===== src/rtl/hba_pkg.sv =====
package hba_pkg;

    localparam int OFF_W   = 16;
    localparam int SIZE_W  = 17;
    localparam int CNT_W   = 7;
    localparam int STAT_W  = 32;
    localparam int CIDX_W  = 6;

    typedef enum logic [1:0] {
        ST_DONE         = 2'd0,
        ST_ALLOC_FAIL   = 2'd1,
        ST_FREE_REJECT  = 2'd2
    } status_t;

    localparam logic [1:0] FIT_BEST  = 2'd1;
    localparam logic [1:0] FIT_WORST = 2'd2;

    localparam logic FUNC_ALLOC = 1'b0;
    localparam logic FUNC_FREE  = 1'b1;

    typedef enum logic [2:0] {
        S_IDLE,
        S_CALC_Q,
        S_CALC_N,
        S_SCAN,
        S_APPLY,
        S_MERGE_LO,
        S_MERGE_HI,
        S_RESP
    } hba_state_t;

    typedef enum logic [1:0] {
        CELL_HOLD,
        CELL_ALLOC,
        CELL_FREE,
        CELL_MERGE
    } cell_op_t;

    typedef struct packed {
        logic [OFF_W-1:0]  offset;
        logic [SIZE_W-1:0] size;
        logic              is_free;
    } cell_t;

    typedef struct packed {
        cell_op_t          op;
        logic [CIDX_W-1:0] idx;
        logic              split;
        logic [SIZE_W-1:0] need;
    } cmd_t;

    typedef struct packed {
        logic        func;
        logic [15:0] request_size;
        logic [15:0] payload_addr;
    } req_t;

    typedef struct packed {
        status_t           status;
        logic [15:0]       result_addr;
        logic [SIZE_W-1:0] used_bytes;
        logic [SIZE_W-1:0] free_bytes;
        logic [CNT_W-1:0]  block_count;
        logic [STAT_W-1:0] alloc_count;
        logic [STAT_W-1:0] free_count;
        logic [STAT_W-1:0] merge_count;
    } rsp_t;

endpackage


===== src/rtl/hba_cell.sv =====
module hba_cell
    import hba_pkg::*;
#(
    parameter int MY_IDX       = 0,
    parameter int HEAP_BYTES   = 65536,
    parameter int HEADER_BYTES = 16
) (
    input  logic  clk,
    input  logic  rst_n,
    input  cmd_t  cmd,
    input  cell_t prev,
    input  cell_t next,
    output cell_t q
);

    cell_t cell_reg;
    cell_t cell_next;
    int    k;

    always_comb
    begin
        k         = int'(cmd.idx);
        cell_next = cell_reg;
        case (cmd.op)
            CELL_ALLOC:
            begin
                if (MY_IDX == k)
                begin
                    cell_next.is_free = 1'b0;
                    if (cmd.split)
                        cell_next.size = cmd.need;
                end
                else if (cmd.split && MY_IDX == k + 1)
                begin
                    // new free remainder behind the chosen block
                    cell_next.offset  = prev.offset + OFF_W'(HEADER_BYTES)
                                        + cmd.need[OFF_W-1:0];
                    cell_next.size    = prev.size - cmd.need - SIZE_W'(HEADER_BYTES);
                    cell_next.is_free = 1'b1;
                end
                else if (cmd.split && MY_IDX > k + 1)
                    cell_next = prev;
            end
            CELL_FREE:
            begin
                if (MY_IDX == k)
                    cell_next.is_free = 1'b1;
            end
            CELL_MERGE:
            begin
                if (MY_IDX == k)
                    cell_next.size = cell_reg.size + SIZE_W'(HEADER_BYTES) + next.size;
                else if (MY_IDX > k)
                    cell_next = next;
            end
            default:
            begin
                cell_next = cell_reg;
            end
        endcase
    end

    always_ff @(posedge clk or negedge rst_n)
    begin
        if (!rst_n)
        begin
            cell_reg.offset  <= '0;
            cell_reg.size    <= (MY_IDX == 0) ? SIZE_W'(HEAP_BYTES - HEADER_BYTES) : '0;
            cell_reg.is_free <= (MY_IDX == 0);
        end
        else
            cell_reg <= cell_next;
    end

    assign q = cell_reg;

endmodule


===== config.mk =====
export PLATFORM = sky130hd
export DESIGN_NAME = hba_cell
export DESIGN_NICKNAME = d
export VERILOG_FILES = /design/src/rtl/hba_pkg.sv /design/src/rtl/hba_cell.sv
export SDC_FILE = /design/constraint.sdc
export NUM_CORES = 1
export LEC_CHECK = 0
export ABC_AREA = 1
export ABC_CLOCK_PERIOD_IN_PS = 5500
export BUFFER_PORTS_ARGS = -buffer_cell sky130_fd_sc_hd__clkbuf_2
export CAP_MARGIN = 10
export CORE_ASPECT_RATIO = 0.7
export CORE_MARGIN = 3
export CORE_UTILIZATION = 45
export DETAILED_ROUTE_END_ITERATION = 16
export GPL_ROUTABILITY_DRIVEN = 1
export GPL_TIMING_DRIVEN = 0
export PLACE_DENSITY = 0.69
export SLEW_MARGIN = 15
export SYNTH_ARGS = -nofsm -noshare
export SYNTH_HDL_FRONTEND = slang
export SYNTH_SLANG_ARGS = --single-unit

===== constraint.sdc =====
create_clock -name clk -period 5.5 [get_ports clk]
set_input_delay 0.275 -clock clk [delete_from_list [all_inputs] [get_ports clk]]
set_output_delay 0.275 -clock clk [all_outputs]
set_load 0.02 [all_outputs]

======== Yosys cells after proc, flatten, opt, wreduce, memory -nomap -nowiden ========
Index checks and enable logic that the tools add are counted.
cells by class
  $add $sub $neg .......................... 7
  $lt $le $gt $ge ......................... 1
  eq/ne operators ......................... 7
  mux-type cells .......................... 8
  bitwise gates (word level) .............. 1
  reduce and logical (&&, ||, !) cells .... 10
operator list
  cell                                                                            count
  34-bit two-way mux                                                              2
  17-bit two-way mux                                                              2
  17-bit case mux with 2 select lines                                             1
  32-bit zero test                                                                1
  18-bit two-way mux                                                              1
  17-bit adder                                                                    1
  17-bit by 5-bit adder with 17-bit output, second input constant                 1
  17-bit subtractor                                                               1
  17-bit by 5-bit subtractor with 17-bit output, second input constant            1
  16-bit adder                                                                    1
  16-bit by 5-bit adder with 16-bit output, second input constant                 1
  6-bit by 1-bit adder with 7-bit output, second input constant                   1
  1-bit by 7-bit greater-than comparator with 1-bit output, first input constant  1
  6-bit zero test                                                                 1
  3-bit AND reduction                                                             2
  2-bit nonzero test                                                              3
  2-bit equality test, second input constant                                      2
  2-bit inequality test, second input constant                                    2
  4-bit inequality test, second input constant                                    1
  4-bit AND reduction                                                             1
  3-bit inequality test, second input constant                                    1
  2-bit by 1-bit equality test with 1-bit output, second input constant           1
  1-bit logical AND                                                               2
  1-bit case mux with 2 select lines                                              1
  2 further kinds                                                                 2
word-level totals
  flip-flop bits (word level) ............. 34
  input bits .............................. 96
  output and inout port bits .............. 34

======== Depth between registers and ports, before layout ========
  word-level depth ........................ 7
  gate-level depth with buffers ........... 19

======== Worst setup path after synthesis ========
No wires, ideal clock.
  path kind ............................... register -> register
  from .................................... register cell_reg (netlist bit q[5])
  to ...................................... register cell_reg (netlist bit q[16])
  library setup time ...................... 0.060 ns
  data arrival time ....................... 2.259 ns
  required time ........................... 5.440 ns
  setup slack ............................. 3.180 ns
  stages on the path, launching flop included .. 15
  clock period less this slack ............ 2.320 ns
  cell sequence ........................... dfstp_2 -> inv_1 -> ha_1 -> inv_1 -> ha_1 -> a21oi_1 -> nand2_1 -> a21boi_0 -> nand3b_1 -> nand2_1 -> nand2_1 -> nand3_1 -> nand2_1 -> nand2_1 -> nand2_1
between the ends
  cells in the longest elaborated chain, start to end .. 4
ends and longest elaborated chain
  item                                      RTL line        source
  from (decl)                               hba_cell.sv:16  cell_t cell_reg;
  from (signal assigned)                    hba_cell.sv:72  cell_reg <= cell_next;
  17-bit by 5-bit adder with 17-bit output  hba_cell.sv:52  cell_next.size = cell_reg.size + SIZE_W'(HEADER_BYTES) + next.size;
  17-bit adder                              hba_cell.sv:52
  17-bit two-way mux                        hba_cell.sv:51  if (MY_IDX == k)
  17-bit case mux with 2 select lines       hba_cell.sv:24  case (cmd.op)
No other way between the ends. The select of a mux whose other input is x is not followed.
A chain may end at the register's enable or synchronous reset.

======== Worst setup path after layout ========
Ends and elaborated chain as after synthesis.

==> reports/qor.csv <==
metric;value;unit
routability cong.;0.9295;
Vias per Instance;5.010;
crit end category;register;
hold_buf cts;0;
Hold Crit Class;in2async;
most used cell, CP;nand2_1;
CP required;5.72;ns
CP max FO;5;
average size of a mapped cell;6.306;µm²
height of the die;96.99;µm
crit-path cells;inv_1 > ha_1 > inv_1 > ha_1 > a21oi_1 > nand2_1 > a21boi_0 > nand3b_1 > nand2_1 > nand2_1 > nand3_1 > nand2_1 > nand2_1 > nand2_1;
Post-CTS Setup Inserts;0;
WS Path Type;reg2reg;
worst slew pin tran;0.9231;ns
WL/cell;14.29;µm
Synth area leaders;ha_1, nand2_1, dfrtp_1;
Final ANT Viol Nets;0;
nets@finish;1156;
number of flip-flops in the largest register;34;
Routed WL;15970;µm
multi-input logic area;0.003826;mm²
initial antenna violation count;0;
die extent in x;136.0;µm
vias in the first global route;4975;
CTS tree;built;
Top Ports;130;
leading area contributor after synthesis;ha_1;
CP arrival;2.88;ns
min Tclk post-route;2.658;ns
Yosys top cell area share;22.10;%
Combinational Power Share;56.9;%
Top FF cell, synth;dfrtp_1;
status;completed;
row count;32;
slowest CP cell;dfstp_2;
total number of vias;5601;
Commonest cells post-synth;nand2_1, inv_1, ha_1;
Final Hold Viols;0;
Initial Utilization;47.14;%
Buf/Inv on CP;2;
final slew viol count;0;
Yosys warning count;0;
die area;0.01319;mm²
Initial DRC Count;430;
Crit path largest cell delay;0.53;ns
post-DP HPWL;13340;µm
CTS Buf Count;5;
max-cap violations;0;
flops & latches, synth;34;
Setup crit start kind;register;
fillcell total;1178;
WHS;0.1170;ns
sequential share of power;23.2;%
Total Neg Setup Slack;0;ns
Sw Share;46.10;%
register area;867.1;µm²
Resize count post-CTS;0;
relative slew slack;38.46;%
Max rail drop VDD;0.0001203;V
Static Leakage;3.699;nW
NetSw;0.6828;mW
Final Cycle Share;48.32;%
Internal Power;0.7984;mW
Final Skew;0.003160;ns
clk buf depth;2;
PortBufs;112;
proportion of layout cells with a drive suffix above 1;16.60;%
first-pass GRT wire length;25450;µm
unrepaired setup endpoints after global routing;false;
Core Area;0.01129;mm²
largest net degree at the start of global routing;35;
Clock Power Share;19.9;%
Root Buffer;clkbuf_16;
delay-heaviest family, CP;simple AND/OR/NAND/NOR gates;
area growth from synthesis to layout;17.02;%
FF-to-FF setup slack;2.84;ns
number of iterations in the first detailed-routing pass;8;
fmax;376.3;MHz
Tot GR Track Use;24.25;%
Seq/Total Area, Yosys;16.29;%
CTS clk-pin slew, worst paths;0.06;ns
total clock sinks;34;
Mapped Nets;1037;
synthesized area;0.005323;mm²
gr ovfl total;0;
async set-reset flop share out of synthesis;100.0;%
Remaining DRCs;0;
# setup viols final;0;
Synth cell types;41;
count leader, synth;nand2_1;
synthesized instance count;844;
H-tree levels;2;
Clock Latency Late Sink;0.28;ns
PwrDens;237.8;mW/mm²
number of synthesized flops with an enable pin;0;
==> power groups by stage <==
stage	Sequential [mW]	Clock (mW)	Combinational [mW]
2_1_floorplan	0.392	0	0.549
3_3_place_gp	0.348	0	0.821
3_5_place_dp	0.348	0	0.826
4_1_cts	0.345	0.300	0.833
5_1_grt	0.351	0.312	0.956
6_report	0.344	0.295	0.842
==> layout make-up <==
class,instances,share of cell area [%]
inverters,138,8.317
plain buffers,19,1.788
multi-input cells,653,61.43
diodes,1,0.04018
clock buffers,6,2.230
flip-flops and latches,34,13.92
clock inverters,2,0.2009
repair buffers,112,9.000
well taps,153,3.074
==> cells by family after synthesis <==
logic type               synth area share (%)
AND/OR/NAND/NOR                         30.16
XOR/XNOR                                3.620
AO/OA/AOI/OAI                           14.88
flip-flops                              16.29
adder cells (fa/ha/maj)                 23.23
buffers and inverters                   11.82
==> metrics by stage <==
step	utilization [%]	cell area [µm²]	power [mW]	setup WS, ns	std cells
finish	55.16	6228	1.481	2.842	1118
global route	55.14	6226	1.618	2.605	1117
global placement	53.80	6075	1.169	2.812	1109
floorplan	-	5323	0.9413	3.180	844
detailed placement	53.80	6075	1.174	2.824	1109
CTS	55.14	6226	1.478	2.914	1117
==> per-layer routing <==
layer	part of all wire [%]	GRT usage, %	routed length, µm
met4	0.54	3.486	87
met5	0	0	0
met3	8.6	5.146	1376
met1	52	38.92	8324
met2	39	33.33	6184
==> worst paths after layout <==
| kind | startpoint | end | cells past startpoint |
|---|---|---|---|
| worst max-delay path | q[5]$_DFFE_PN1P_ | q[16]$_DFFE_PN1P_ | 14 |
| worst min-delay path | rst_n | q[4]$_DFFE_PN0P_ | 1 |
| worst max register to register | q[5]$_DFFE_PN1P_ | q[16]$_DFFE_PN1P_ | 14 |
| worst min register to register | q[15]$_DFFE_PN1P_ | q[15]$_DFFE_PN1P_ | 2 |
| max in group asynchronous | rst_n | q[17]$_DFFE_PN0P_ | 1 |
| min in group clk | prev[20] | q[20]$_DFFE_PN0P_ | 3 |
==> cells in the final DEF (no fill, tap or decap), types with 3 or more instances in the layout <==
cell type,n
clkbuf_1,5
a2bb2oi_1,5
fa_1,3
or2_2,5
nand4_1,6
nor3_1,9
nand3_1,49
buf_6,3
xor2_1,15
dfstp_2,13
ha_1,94
o21ai_1,16
clkbuf_16,5
o211ai_1,6
clkbuf_2,112
xnor2_1,7
o21ai_0,41
buf_2,8
dfrtp_1,21
o21a_1,3
nand2_1,246
nor2_1,65
inv_1,136
a21oi_1,61
(Power assumes the default switching activity.)
